`config.mk`:
```
export PLATFORM = sky130hd
export DESIGN_NAME = timed_pump_pwm_soft_start_flat
export DESIGN_NICKNAME = d
export VERILOG_FILES = /design/src/design/tpps_pkg.sv /design/src/design/tpps_in_if.sv /design/src/design/tpps_out_if.sv /design/src/design/tpps_front.sv /design/src/design/tpps_core.sv /design/src/design/timed_pump_pwm_soft_start.sv /design/src/flat_wrapper.sv
export SDC_FILE = /design/constraint.sdc
export NUM_CORES = 1
export LEC_CHECK = 0
export BUFFER_PORTS_ARGS = -buffer_cell sky130_fd_sc_hd__buf_4
export CAP_MARGIN = 20
export CORE_AREA = 3 3 274 303
export CTS_CLUSTER_SIZE = 24
export DETAILED_ROUTE_END_ITERATION = 16
export DIE_AREA = 0 0 277 306
export PLACE_DENSITY = 0.43
export SLEW_MARGIN = 20
export SYNTH_ARGS = -nofsm -noshare
export SYNTH_HDL_FRONTEND = slang
export SYNTH_SLANG_ARGS = --single-unit
```
`constraint.sdc`:
```
create_clock -name clk_i -period 6.42 [get_ports clk_i]
set_input_delay 1.284 -clock clk_i [delete_from_list [all_inputs] [get_ports clk_i]]
set_output_delay 1.284 -clock clk_i [all_outputs]
set_load 0.05 [all_outputs]
```
`src/design/tpps_pkg.sv`:
```
// Shared types, codes and constants of the timed pump drive with soft-start ramp.
package tpps_pkg;

  // Millisecond arithmetic
  localparam int unsigned MS_PER_S  = 1000;
  localparam int unsigned MS_W      = 42;   // holds 2^32 * 1000 + 2^32
  localparam int unsigned RUN_W     = 33;   // duration plus one millisecond

  // Configuration register reset values
  localparam logic [7:0] RAMP_PRESCALE_RST = 8'd9;
  localparam logic [7:0] BLINK_PERIOD_RST  = 8'd100;

  // Configuration register indexes
  localparam int unsigned CFG_IDX_W  = 1;
  localparam int unsigned CFG_DATA_W = 8;
  localparam logic [CFG_IDX_W-1:0] CFG_RAMP_PRESCALE = 1'b0;
  localparam logic [CFG_IDX_W-1:0] CFG_BLINK_PERIOD  = 1'b1;

  // Item kinds
  localparam logic [1:0] KIND_TICK  = 2'd0;
  localparam logic [1:0] KIND_START = 2'd1;
  localparam logic [1:0] KIND_BLINK = 2'd2;

  // Input word as registered at the front
  typedef struct packed {
    logic [1:0]  kind;
    logic [31:0] now_seconds;
    logic [7:0]  target_speed;
    logic [31:0] duration_ms;
    logic [1:0]  valve_select;
    logic [7:0]  blink_count;
  } in_word_t;

  // Word handed from the front stages to the core
  typedef struct packed {
    logic [1:0]       kind;
    logic [31:0]      now_seconds;
    logic [7:0]       target_speed;
    logic [RUN_W-1:0] run_len_ms;
    logic [1:0]       valve_select;
    logic [7:0]       blink_count;
    logic [MS_W-1:0]  ms_base;      // now_seconds * 1000
  } stage_t;

  // Seconds to milliseconds
  function automatic logic [MS_W-1:0] sec_to_ms(input logic [31:0] sec);
    sec_to_ms = MS_W'(sec) * MS_W'(MS_PER_S);
  endfunction

endpackage

```
`src/design/tpps_in_if.sv`:
```
// Input channel of the pump drive: valid/ready handshake and one command word.
interface tpps_in_if;
  logic        valid;
  logic        ready;
  logic [1:0]  kind;
  logic [31:0] now_seconds;
  logic [7:0]  target_speed;
  logic [31:0] duration_ms;
  logic [1:0]  valve_select;
  logic [7:0]  blink_count;

  modport source (
    output valid, kind, now_seconds, target_speed, duration_ms, valve_select, blink_count,
    input  ready
  );
  modport sink (
    input  valid, kind, now_seconds, target_speed, duration_ms, valve_select, blink_count,
    output ready
  );
endinterface

```
`src/design/tpps_out_if.sv`:
```
// Output channel of the pump drive: valid/ready handshake and one status word.
interface tpps_out_if;
  logic       valid;
  logic       ready;
  logic [7:0] duty;
  logic [2:0] valves_open;
  logic       led_lit;
  logic       pump_free;

  modport source (
    output valid, duty, valves_open, led_lit, pump_free,
    input  ready
  );
  modport sink (
    input  valid, duty, valves_open, led_lit, pump_free,
    output ready
  );
endinterface

```
`src/design/tpps_front.sv`:
```
// Front stages: input register, then seconds-to-milliseconds product register.
module tpps_front
  import tpps_pkg::*;
(
  input  logic   clk_i,
  input  logic   rst_ni,
  tpps_in_if.sink in_if,
  output logic   stage_valid_o,
  input  logic   stage_ready_i,
  output stage_t stage_o
);

  logic     a_valid_q;
  in_word_t a_q;
  logic     a_ready;
  logic     b_valid_q;
  stage_t   b_q;
  logic     b_ready;
  stage_t   b_d;

  // Advance each stage when it is empty or its word moves on
  assign b_ready     = !b_valid_q || stage_ready_i;
  assign a_ready     = !a_valid_q || b_ready;
  assign in_if.ready = a_ready;

  // Hold the incoming word
  always_ff @(posedge clk_i or negedge rst_ni) begin
    if (!rst_ni) begin
      a_valid_q <= 1'b0;
    end else if (a_ready) begin
      a_valid_q <= in_if.valid;
    end
  end

  always_ff @(posedge clk_i) begin
    if (a_ready && in_if.valid) begin
      a_q.kind         <= in_if.kind;
      a_q.now_seconds  <= in_if.now_seconds;
      a_q.target_speed <= in_if.target_speed;
      a_q.duration_ms  <= in_if.duration_ms;
      a_q.valve_select <= in_if.valve_select;
      a_q.blink_count  <= in_if.blink_count;
    end
  end

  // Scale seconds to milliseconds and extend the run length
  always_comb begin
    b_d.kind         = a_q.kind;
    b_d.now_seconds  = a_q.now_seconds;
    b_d.target_speed = a_q.target_speed;
    b_d.run_len_ms   = RUN_W'(a_q.duration_ms) + RUN_W'(1);
    b_d.valve_select = a_q.valve_select;
    b_d.blink_count  = a_q.blink_count;
    b_d.ms_base      = sec_to_ms(a_q.now_seconds);
  end

  always_ff @(posedge clk_i or negedge rst_ni) begin
    if (!rst_ni) begin
      b_valid_q <= 1'b0;
    end else if (b_ready) begin
      b_valid_q <= a_valid_q;
    end
  end

  always_ff @(posedge clk_i) begin
    if (b_ready && a_valid_q) begin
      b_q <= b_d;
    end
  end

  assign stage_valid_o = b_valid_q;
  assign stage_o       = b_q;

endmodule

```
`src/design/tpps_core.sv`:
```
// Pump state: run timer, duty ramp, valves, LED and blink logic, and the result register.
module tpps_core
  import tpps_pkg::*;
(
  input  logic                  clk_i,
  input  logic                  rst_ni,
  input  logic                  cfg_we_i,
  input  logic [CFG_IDX_W-1:0]  cfg_idx_i,
  input  logic [CFG_DATA_W-1:0] cfg_data_i,
  input  logic                  stage_valid_i,
  output logic                  stage_ready_o,
  input  stage_t                stage_i,
  tpps_out_if.source            out_if
);

  // Configuration
  logic [7:0] ramp_prescale_q;
  logic [7:0] blink_period_q;

  // Pump state, which is also the result word on display
  logic [7:0]      psc_q,     psc_d;
  logic [7:0]      duty_q,    duty_d;
  logic [7:0]      goal_q,    goal_d;
  logic [MS_W-1:0] end_ms_q,  end_ms_d;
  logic [MS_W-1:0] start_ms_q, start_ms_d;
  logic [31:0]     last_sec_q, last_sec_d;
  logic [15:0]     ms_q,      ms_d;
  logic [2:0]      valves_q,  valves_d;
  logic            free_q,    free_d;
  logic            led_q,     led_d;
  logic            led_clr_q, led_clr_d;
  logic [7:0]      blinks_q,  blinks_d;
  logic [7:0]      timer_q,   timer_d;
  logic            res_valid_q;

  logic            fire;
  logic [7:0]      psc_next;
  logic [MS_W-1:0] now_ms;
  logic            running;
  logic [2:0]      valve_dec;

  // Take a word when the result register is free or being drained
  assign stage_ready_o = !res_valid_q || out_if.ready;
  assign fire          = stage_valid_i && stage_ready_o;

  // Step the prescaler and compare the run end with the present time
  assign psc_next = (psc_q <= ramp_prescale_q) ? psc_q + 8'd1 : 8'd0;
  assign now_ms   = stage_i.ms_base + MS_W'(ms_q);
  assign running  = end_ms_q > now_ms;

  // Decode the valve select one-hot
  always_comb begin
    case (stage_i.valve_select)
      2'd1:    valve_dec = 3'b001;
      2'd2:    valve_dec = 3'b010;
      2'd3:    valve_dec = 3'b100;
      default: valve_dec = 3'b000;
    endcase
  end

  // Apply one word to the pump state
  always_comb begin
    psc_d      = psc_q;
    duty_d     = duty_q;
    goal_d     = goal_q;
    end_ms_d   = end_ms_q;
    start_ms_d = start_ms_q;
    last_sec_d = last_sec_q;
    ms_d       = ms_q;
    valves_d   = valves_q;
    free_d     = free_q;
    led_d      = led_q;
    led_clr_d  = led_clr_q;
    blinks_d   = blinks_q;
    timer_d    = timer_q;
    if (fire) begin
      case (stage_i.kind)
        KIND_TICK: begin
          psc_d = psc_next;
          if (running) begin
            // Ramp toward the goal and count milliseconds in this second
            if (duty_q < goal_q && psc_next == 8'd0) begin
              duty_d = duty_q + 8'd1;
            end else if (duty_q > goal_q) begin
              duty_d = duty_q - 8'd1;
            end
            if (stage_i.now_seconds != last_sec_q) begin
              last_sec_d = stage_i.now_seconds;
              ms_d       = 16'd1;
            end else begin
              ms_d = ms_q + 16'd1;
            end
          end else begin
            // Ramp down, then release the pump and close the valves
            if (duty_q != 8'd0 && psc_next == 8'd0) begin
              duty_d = duty_q - 8'd1;
            end
            if (duty_d == 8'd0) begin
              end_ms_d = start_ms_q;
              goal_d   = 8'd0;
              free_d   = 1'b1;
              valves_d = 3'b000;
            end
          end
          // LED follows the pump, cleared once when the duty returns to zero
          if (duty_d != 8'd0) begin
            led_d     = 1'b1;
            led_clr_d = 1'b0;
          end else if (led_q && !led_clr_q) begin
            led_d     = 1'b0;
            led_clr_d = 1'b1;
          end
          // Toggle the LED on the blink timer while the pump is free
          if (free_d && blinks_q != 8'd0) begin
            if (timer_q < blink_period_q) begin
              timer_d = timer_q + 8'd1;
            end else begin
              timer_d  = 8'd0;
              blinks_d = blinks_q - 8'd1;
              led_d    = !led_d;
            end
          end
        end
        KIND_START: begin
          start_ms_d = stage_i.ms_base;
          end_ms_d   = stage_i.ms_base + MS_W'(stage_i.run_len_ms);
          goal_d     = stage_i.target_speed;
          free_d     = 1'b0;
          valves_d   = valve_dec;
        end
        KIND_BLINK: begin
          blinks_d = stage_i.blink_count;
        end
        default: begin
        end
      endcase
    end
  end

  // Write configuration registers
  always_ff @(posedge clk_i or negedge rst_ni) begin
    if (!rst_ni) begin
      ramp_prescale_q <= RAMP_PRESCALE_RST;
      blink_period_q  <= BLINK_PERIOD_RST;
    end else if (cfg_we_i) begin
      case (cfg_idx_i)
        CFG_RAMP_PRESCALE: ramp_prescale_q <= cfg_data_i;
        CFG_BLINK_PERIOD:  blink_period_q  <= cfg_data_i;
        default: begin
        end
      endcase
    end
  end

  // Update pump state and result valid
  always_ff @(posedge clk_i or negedge rst_ni) begin
    if (!rst_ni) begin
      psc_q       <= 8'd0;
      duty_q      <= 8'd0;
      goal_q      <= 8'd0;
      end_ms_q    <= '0;
      start_ms_q  <= '0;
      last_sec_q  <= 32'd0;
      ms_q        <= 16'd0;
      valves_q    <= 3'b000;
      free_q      <= 1'b1;
      led_q       <= 1'b0;
      led_clr_q   <= 1'b1;
      blinks_q    <= 8'd0;
      timer_q     <= 8'd0;
      res_valid_q <= 1'b0;
    end else begin
      psc_q      <= psc_d;
      duty_q     <= duty_d;
      goal_q     <= goal_d;
      end_ms_q   <= end_ms_d;
      start_ms_q <= start_ms_d;
      last_sec_q <= last_sec_d;
      ms_q       <= ms_d;
      valves_q   <= valves_d;
      free_q     <= free_d;
      led_q      <= led_d;
      led_clr_q  <= led_clr_d;
      blinks_q   <= blinks_d;
      timer_q    <= timer_d;
      if (stage_ready_o) begin
        res_valid_q <= stage_valid_i;
      end
    end
  end

  // State only moves with a word, so it doubles as the held result
  assign out_if.valid       = res_valid_q;
  assign out_if.duty        = duty_q;
  assign out_if.valves_open = valves_q;
  assign out_if.led_lit     = led_q;
  assign out_if.pump_free   = free_q;

  // At most one valve open, and none while the pump is free
  a_valves_onehot: assert property (@(posedge clk_i) disable iff (!rst_ni)
    $onehot0(valves_q))
    else $error("more than one valve open");

  a_free_closed: assert property (@(posedge clk_i) disable iff (!rst_ni)
    free_q |-> valves_q == 3'b000)
    else $error("valve open while pump free");

  // A running duty means a busy pump with its LED lit
  a_duty_busy: assert property (@(posedge clk_i) disable iff (!rst_ni)
    duty_q != 8'd0 |-> (!free_q && led_q))
    else $error("nonzero duty with free pump or dark LED");

  // The result word holds while no new word is taken
  a_hold_result: assert property (@(posedge clk_i) disable iff (!rst_ni)
    !fire |=> ($stable(duty_q) && $stable(valves_q) && $stable(led_q) && $stable(free_q)))
    else $error("result changed without a word");

endmodule

```
`src/design/timed_pump_pwm_soft_start.sv`:
```
// Top level of the timed pump drive with soft-start ramp.
//
//   channel   dir  handshake            word
//   in_if     in   valid/ready          kind, now_seconds, target_speed, duration_ms,
//                                       valve_select, blink_count
//   out_if    out  valid/ready          duty, valves_open, led_lit, pump_free
//   cfg       in   cfg_we_i, no ready   cfg_idx_i, cfg_data_i
//
// One word per cycle while the output is not stalled; each taken word passes through the
// input register, the milliseconds product register, then the pump state register
// that is also the result. The combinational state update closes the word-to-word loop.
// Reset is asynchronous, active low; it empties the pipeline and loads default state.
// A stalled output holds its word and stalls the stages behind it only as they fill.
module timed_pump_pwm_soft_start
  import tpps_pkg::*;
(
  input  logic                  clk_i,
  input  logic                  rst_ni,
  input  logic                  cfg_we_i,
  input  logic [CFG_IDX_W-1:0]  cfg_idx_i,
  input  logic [CFG_DATA_W-1:0] cfg_data_i,
  tpps_in_if.sink               in_if,
  tpps_out_if.source            out_if
);

  logic   stage_valid;
  logic   stage_ready;
  stage_t stage;

  tpps_front u_front (
    .clk_i         (clk_i),
    .rst_ni        (rst_ni),
    .in_if         (in_if),
    .stage_valid_o (stage_valid),
    .stage_ready_i (stage_ready),
    .stage_o       (stage)
  );

  tpps_core u_core (
    .clk_i         (clk_i),
    .rst_ni        (rst_ni),
    .cfg_we_i      (cfg_we_i),
    .cfg_idx_i     (cfg_idx_i),
    .cfg_data_i    (cfg_data_i),
    .stage_valid_i (stage_valid),
    .stage_ready_o (stage_ready),
    .stage_i       (stage),
    .out_if        (out_if)
  );

endmodule

```
`src/flat_wrapper.sv`:
```
// flat-port wrapper written by rule: the top's interface ports become plain ports
module timed_pump_pwm_soft_start_flat import tpps_pkg::*;
  (clk_i, rst_ni, cfg_we_i, cfg_idx_i, cfg_data_i, in_if_valid, in_if_kind, in_if_now_seconds, in_if_target_speed, in_if_duration_ms, in_if_valve_select, in_if_blink_count, in_if_ready, out_if_valid, out_if_duty, out_if_valves_open, out_if_led_lit, out_if_pump_free, out_if_ready);
  tpps_in_if in_if_i ();
  tpps_out_if out_if_i ();
  input  logic clk_i;
  input  logic rst_ni;
  input  logic cfg_we_i;
  input  logic [CFG_IDX_W-1:0] cfg_idx_i;
  input  logic [CFG_DATA_W-1:0] cfg_data_i;
  input wire logic [$bits(in_if_i.valid)-1:0] in_if_valid;
  input wire logic [$bits(in_if_i.kind)-1:0] in_if_kind;
  input wire logic [$bits(in_if_i.now_seconds)-1:0] in_if_now_seconds;
  input wire logic [$bits(in_if_i.target_speed)-1:0] in_if_target_speed;
  input wire logic [$bits(in_if_i.duration_ms)-1:0] in_if_duration_ms;
  input wire logic [$bits(in_if_i.valve_select)-1:0] in_if_valve_select;
  input wire logic [$bits(in_if_i.blink_count)-1:0] in_if_blink_count;
  output wire logic [$bits(in_if_i.ready)-1:0] in_if_ready;
  output wire logic [$bits(out_if_i.valid)-1:0] out_if_valid;
  output wire logic [$bits(out_if_i.duty)-1:0] out_if_duty;
  output wire logic [$bits(out_if_i.valves_open)-1:0] out_if_valves_open;
  output wire logic [$bits(out_if_i.led_lit)-1:0] out_if_led_lit;
  output wire logic [$bits(out_if_i.pump_free)-1:0] out_if_pump_free;
  input wire logic [$bits(out_if_i.ready)-1:0] out_if_ready;
  assign in_if_i.valid = in_if_valid;
  assign in_if_i.kind = in_if_kind;
  assign in_if_i.now_seconds = in_if_now_seconds;
  assign in_if_i.target_speed = in_if_target_speed;
  assign in_if_i.duration_ms = in_if_duration_ms;
  assign in_if_i.valve_select = in_if_valve_select;
  assign in_if_i.blink_count = in_if_blink_count;
  assign in_if_ready = in_if_i.ready;
  assign out_if_valid = out_if_i.valid;
  assign out_if_duty = out_if_i.duty;
  assign out_if_valves_open = out_if_i.valves_open;
  assign out_if_led_lit = out_if_i.led_lit;
  assign out_if_pump_free = out_if_i.pump_free;
  assign out_if_i.ready = out_if_ready;
  timed_pump_pwm_soft_start u_core (.clk_i(clk_i), .rst_ni(rst_ni), .cfg_we_i(cfg_we_i), .cfg_idx_i(cfg_idx_i), .cfg_data_i(cfg_data_i), .in_if(in_if_i), .out_if(out_if_i));
endmodule
```
Yosys cells after proc, flatten, opt, wreduce, memory -nomap -nowiden
Cells that the tools add are included.
{ "word_totals": {"regBits": 402, "latch_bits": 0, "mem_bits_rw": 0, "rom_bits": 0, "input_bits": 98, "output_inout_bits": 15, "word_cells": 130, "memories": 0} }
{ "op_classes": {"addsub": 9, "mul": 1, "div": 0, "n_lt_le_gt_ge": 5, "n_eq_ne": 10, "n_shift": 0, "muxes": 38, "bitwise": 1, "n_reduce_logical": 35} }
{ "op_table": {"columns": ["cell", "n"], "rows": [
  ["8-bit 2-to-1 mux", 15],
  ["42-bit 2-to-1 mux", 2],
  ["42-bit one-hot mux with 2 select lines", 1],
  ["42-bit by 16-bit adder with 42-bit output", 1],
  ["42-bit by 33-bit adder with 42-bit output", 1],
  ["42-bit > comparator", 1],
  ["32-bit by 7-bit multiplier with 39-bit output, second input constant", 1],
  ["32-bit by 1-bit adder with 33-bit output, second input constant", 1],
  ["32-bit != test", 1],
  ["8-bit one-hot mux with 2 select lines", 2],
  ["8-bit by 1-bit adder with 8-bit output, second input constant", 3],
  ["8-bit nonzero test", 3],
  ["16-bit by 1-bit adder with 16-bit output, second input constant", 1],
  ["8-bit zero test", 2],
  ["8-bit < comparator", 2],
  ["16-bit 2-to-1 mux", 1],
  ["8-bit by 1-bit subtractor with 8-bit output, second input constant", 2],
  ["1-bit 2-to-1 mux", 12],
  ["4-bit AND reduction", 3],
  ["2-bit AND reduction", 5],
  ["3-bit one-hot mux with 3 select lines", 1],
  ["3-bit AND reduction", 3],
  ["8-bit > comparator", 1],
  ["8-bit <= comparator", 1],
  ["12 further kinds", 33]
]} }

Depth between registers and ports, before layout
{ "logic_depth": {"depth_word": 18, "depth_mapped": 29, "ltp_nobuf": 26} }

By module
A second synthesis with hierarchy kept.
{ "hier_totals": {"hier_cells": 2546, "area_unflattened_um2": 26276.5} }
{ "modules_own_cells": {"columns": ["mod", "n_inst", "cells_per_inst", "area_per_inst_um2", "seq_area_each_um2"], "rows": [
  ["tpps_core", 1, 1608, 13741.9, 4888.4],
  ["tpps_front", 1, 938, 12534.5, 6236.0]
]} }

Worst setup path before layout
OpenSTA, ideal clock, no wires.
{ "synth_path": {"path_kind": "flip-flop to flip-flop", "startpoint": "register u_core.u_core.ms_q[3]", "endpoint": "register u_core.u_core.led_q, in the netlist u_core.u_core.out_if.led_lit", "setup_time_ns": 0.071, "arrival_ns": 5.665, "setup_slack_ns": 0.684, "stages_incl_launch_ff": 29, "n_path_buf": 2, "synth_period_minus_slack_ns": 5.736, "path_cell_list": "dfrtp_1 ha_1 inv_1 fa_1 nor2b_1 o21ai_0 a21oi_1 o21ai_0 a21boi_0 o21ai_0 a21oi_1 nor2_1 a211o_1 clkbuf_1 nor4_1 xnor2_1 ha_1 nand4_1 nor3_1 a221o_1 a211o_1 nor3_2 or2_1 buf_6 mux2_4 a221oi_2 and4b_4 or3_1 nand4_1"} }
{ "synth_via": {"elab_chain_cells": 12, "elab_cells_between_ends": 16} }
{ "synth_lines": {"columns": ["item", "line", "source"], "rows": [
  ["start, declared", "tpps_core.sv:27", "logic [15:0] ms_q, ms_d;"],
  ["start signal, assigned", "tpps_core.sv:179", "ms_q <= ms_d;"],
  ["42-bit by 16-bit adder with 42-bit output *", "tpps_core.sv:48", "assign now_ms = stage_i.ms_base + MS_W'(ms_q);"],
  ["42-bit > comparator *", "tpps_core.sv:49", "assign running = end_ms_q > now_ms;"],
  ["8-bit 2-to-1 mux", "tpps_core.sv:80", "if (running) begin"],
  ["8-bit 2-to-1 mux", "tpps_core.sv:77", "case (stage_i.kind)"],
  ["8-bit 2-to-1 mux", "tpps_core.sv:76", "if (fire) begin"],
  ["8-bit nonzero test", "tpps_core.sv:106", "if (duty_d != 8'd0) begin"],
  ["1-bit 2-to-1 mux", "tpps_core.sv:106", null],
  ["1-bit 2-to-1 mux", "tpps_core.sv:77", null],
  ["1-bit 2-to-1 mux", "tpps_core.sv:76", null],
  ["1-bit zero test", "tpps_core.sv:120", "led_d = !led_d;"],
  ["1-bit 2-to-1 mux", "tpps_core.sv:115", "if (timer_q < blink_period_q) begin"],
  ["1-bit 2-to-1 mux *", "tpps_core.sv:114", "if (free_d && blinks_q != 8'd0) begin"],
  ["end signal, assigned", "tpps_core.sv:182", "led_q <= led_d;"],
  ["end, declared", "tpps_core.sv:30", "logic led_q, led_d;"]
]} }
Mark *: on every way between the ends. The rest lies on a longest branch, timed or not. The select of a mux whose other input is x is not followed.
A chain may end at the register's enable or synchronous reset.

Worst setup path in the final report
{ "layout_path": {"startpoint": "register u_core.u_core.ms_q[3]", "endpoint": "register u_core.u_core.ms_q[13]"} }
{ "layout_via": {"elab_chain_cells": 3, "elab_cells_between_ends": 5} }
{ "layout_lines": {"columns": ["item", "line"], "rows": [
  ["42-bit by 16-bit adder with 42-bit output", "tpps_core.sv:48"],
  ["42-bit > comparator", "tpps_core.sv:49"],
  ["3-bit AND reduction (no source line)", null]
]} }
Parallel ways exist; a longest one is shown, timed or not.

==> results_dict.tcl <==
set metrics [dict create \
    status "finished clean" \
    grt_usage_pct 14.9 \
    finalPower_mw 13.8 \
    rows 109 \
    yosysTopAreaCellShare_pct 24.9 \
    num_antenna_cells 0 \
    drv_slew 0 \
    clk_pin_slew_ns 0.06 \
    syn2layout_area_growth_pct 16.6 \
    root_buffer "clkbuf_16" \
    cp.depth 27 \
    htree_levels 2 \
    grt_pass1_wl_um 100000 \
    relSlewSlack_pct 35.9 \
    synthTopCellsByCount "edfxtp_1 (206), ha_1 (202), dfrtp_1 (187), nand2_1 (172), nor2_1 (147)" \
    routed_wl_um 63500 \
    dr.pass1.iters 5 \
    crit_arrival_ns 6.45 \
    post-route-cell-area_um2 28900 \
    fin_util_pct 36.1 \
    setup_slack_ns 0.435 \
    dp_slack_ns -0.243 \
    hold_buffers 0 \
    instances_no_fill 3429 \
    dieWidth_um 277 \
    nets 2753 \
    die_area_um2 84800 \
    drt_iter0_drc 637 \
    synth_edf_count 206 \
    ys_seq_area_share_pct 44.5 \
    cp.required_ns 6.89 \
    synth_cell_types 80 \
    post_drt_wl_per_cell_um 18.5 \
    power_leakage_nw 11.8 \
    chipHeight_um 306 \
    ant_nets 0 \
    clkLatencyLatePin_ns 0.60 \
    max-cap-violations 0 \
    clock-sinks 400 \
    drc 0 \
    synth.net_count 2609 \
    first_global_vias 17800 \
    core_area_um2 80200 \
    hold_path_depth 0 \
    cp_num_buf_inv 3 \
    viasPerCell 4.90 \
    tightest_slew_ns 0.954 \
    yosys_most_used_dff "edfxtp_1" \
    grt_max_degree 138 \
    via_count 16800 \
    finClkSkew_ns 0.0180 \
    min_period_ns 5.98 \
    io_pins 113 \
    critPathMaxStageDelay_ns 0.55 \
    rsz0062_at_grt "true" \
    cts_buffers 50 \
    ys_ff_latch 400 \
    post-synth-top-count-cell "edfxtp_1" \
    synth.area.top_cells "edfxtp_1 (25%), dfrtp_1 (19%), ha_1 (10%)" \
    dp_cells 3331 \
    path_common_cell "o21ai_0" \
    path_max_fanout 7 \
    power_density_nw_per_um2 476 \
    antenna_found_initial 0 \
    avgSynthCellArea_um2 11.3 \
    worst_path_max_delay_cell "or4_4" \
    cts_tree "built" \
    r2r_cells 27 \
    hold_viol_final 0 \
    netlist_area_um2 24800 \
    fillers 7979 \
    period_share_pct 93.2 \
    async_reset_ff_share_pct 48.5 \
    hold_class "flop to flop" \
    grt-ovfl-total 0 \
    fmax_mhz 167 \
    cts_max_path_buffers 3 \
    ir_worst_vdd_v 0.000237 \
    setup_violations 0 \
    hpwl_um 47400 \
    place_congestion 0.846 \
    cp-start-kind "flop" \
    ys_warn_count 0 \
    start_util_pct 30.9 \
    place_area_um2 27100 \
    drive_gt1_share_pct 15.5 \
    syn_inst 2189 \
    critPathKind "flop to flop" \
    synth_largest_area_cell "edfxtp_1" \
    crit_path_end_kind "flop" \
    numPortBuffers 112 \
    cp_top_family "simple AND/OR/NAND/NOR gates" \
]
what timing repair did:
action	CTS	global route
pin swaps	0	8
gates cloned	0	1
setup buffers	0	3
gates resized for setup	6	23
setup endpoints to repair	64	121
stage by stage:
stage	TNS [ns]	hold WS [ns]
2_1_floorplan	0	0.400
3_3_place_gp	-0.0186	0.403
3_5_place_dp	-3.01	0.405
4_1_cts	0	0.416
5_1_grt	-0.856	0.423
6_report	0	0.416
cell usage in the layout (no fill, tap or decap), types with 5 or more instances in the layout:
master	count
or3_1	14
nor4_1	11
a22oi_1	9
clkbuf_16	51
o21ai_0	121
dfrtp_1	186
mux2i_1	9
o211ai_1	8
nor3_1	35
clkbuf_1	10
a31oi_1	20
bufinv_16	5
a21oi_1	132
and2_1	7
nand3_1	84
ha_1	202
o21a_1	11
fa_1	120
inv_1	87
o31ai_1	10
nand2b_1	18
or2_2	7
nand4_1	52
edfxtp_1	206
clkinv_2	12
xnor2_1	121
dfstp_2	7
and3_1	23
a21o_1	32
buf_4	141
clkinv_1	7
xor2_1	63
nor2_1	145
a211oi_1	7
mux2_2	81
nor2b_1	24
nand2_1	171
a221oi_1	5
final timing paths:
path	from	endpoint	slack, ns
min in group asynchronous	rst_ni	u_core.u_front.stage_valid_o	0.66
worst max register to register	u_core.u_core.ms_q[3]	u_core.u_core.ms_q[13]	0.44
worst max-delay path	u_core.u_core.ms_q[3]	u_core.u_core.ms_q[13]	0.44
worst min-delay path	u_core.u_front.a_q[83]	u_core.u_front.stage_o[126]	0.42
worst min register to register	u_core.u_front.a_q[83]	u_core.u_front.stage_o[126]	0.42
max in group asynchronous	rst_ni	u_core.u_core.ms_q[3]	4.46
area by class of cell:
| type | count | area (um^2) | area share (%) |
|---|---|---|---|
| inverters | 88 | 330 | 1.14 |
| clock inverters | 31 | 313 | 1.08 |
| flip-flops and latches | 400 | 11100 | 38.2 |
| repair buffers | 147 | 1160 | 4.00 |
| clock buffers | 63 | 1340 | 4.64 |
| well taps | 1054 | 1320 | 4.56 |
| multi-input cells | 1646 | 13400 | 46.4 |
cell families after synthesis:
logic type,synth area share [%]
AND/OR/NAND/NOR,12.5
adder cells (fa/ha/maj),19.9
flip-flops,44.5
multiplexers,4.10
AO/OA/AOI/OAI,10.3
XOR/XNOR,6.50
buffers and inverters,2.25
metal layers:
metal	vias to the layer above	GRT usage (%)	routed length, um
met5	-	0	0
met4	0	3.93	1580
met3	85	2.06	1870
met2	237	26.0	31300
met1	8248	19.3	28700
li1	8218	-	-
state kept, by name (all words and copies together) (netlist names), 3 cells and up:
name,flops
u_core.u_core.ramp_prescale_q,8
u_core.u_core.last_sec_q,32
u_core.u_core.end_ms_q,42
u_core.u_front.a_q,84
u_core.u_core.blinks_q,8
u_core.u_core.goal_q,8
u_core.u_core.out_if.duty,8
u_core.u_core.ms_q,16
u_core.u_front.stage_o,122
u_core.u_core.start_ms_q,39
u_core.u_core.psc_q,8
u_core.u_core.out_if.valves_open,3
u_core.u_core.timer_q,8
u_core.u_core.blink_period_q,8
worst register-to-register path, stage by stage, from the launching register on:
cell	delay [ns]
dfrtp_2	0.41
ha_1	0.19
inv_1	0.06
fa_1	0.40
nor2b_1	0.11
o21ai_0	0.10
a21oi_1	0.18
o21ai_0	0.12
a21boi_0	0.18
o21ai_0	0.12
a21oi_1	0.24
nor2_2	0.13
a211o_2	0.40
nor4_4	0.26
xnor2_1	0.12
ha_1	0.33
nand4_1	0.09
buf_4	0.17
or4_4	0.52
a31oi_2	0.21
nor3_4	0.09
or2_4	0.30
buf_4	0.16
or4_4	0.55
nor2_2	0.14
nand3_1	0.10
xor2_1	0.14
nor2_1	0.05
where the power goes:
group	switching, mW	leakage, nW	internal (mW)	total [mW]
combinational	3.65	6.59	2.94	6.58
sequential	0.719	4.37	3.62	4.34
clock	1.16	0.821	1.69	2.85
total	5.52	11.8	8.25	13.8
Power figures use the tool's default switching activity.
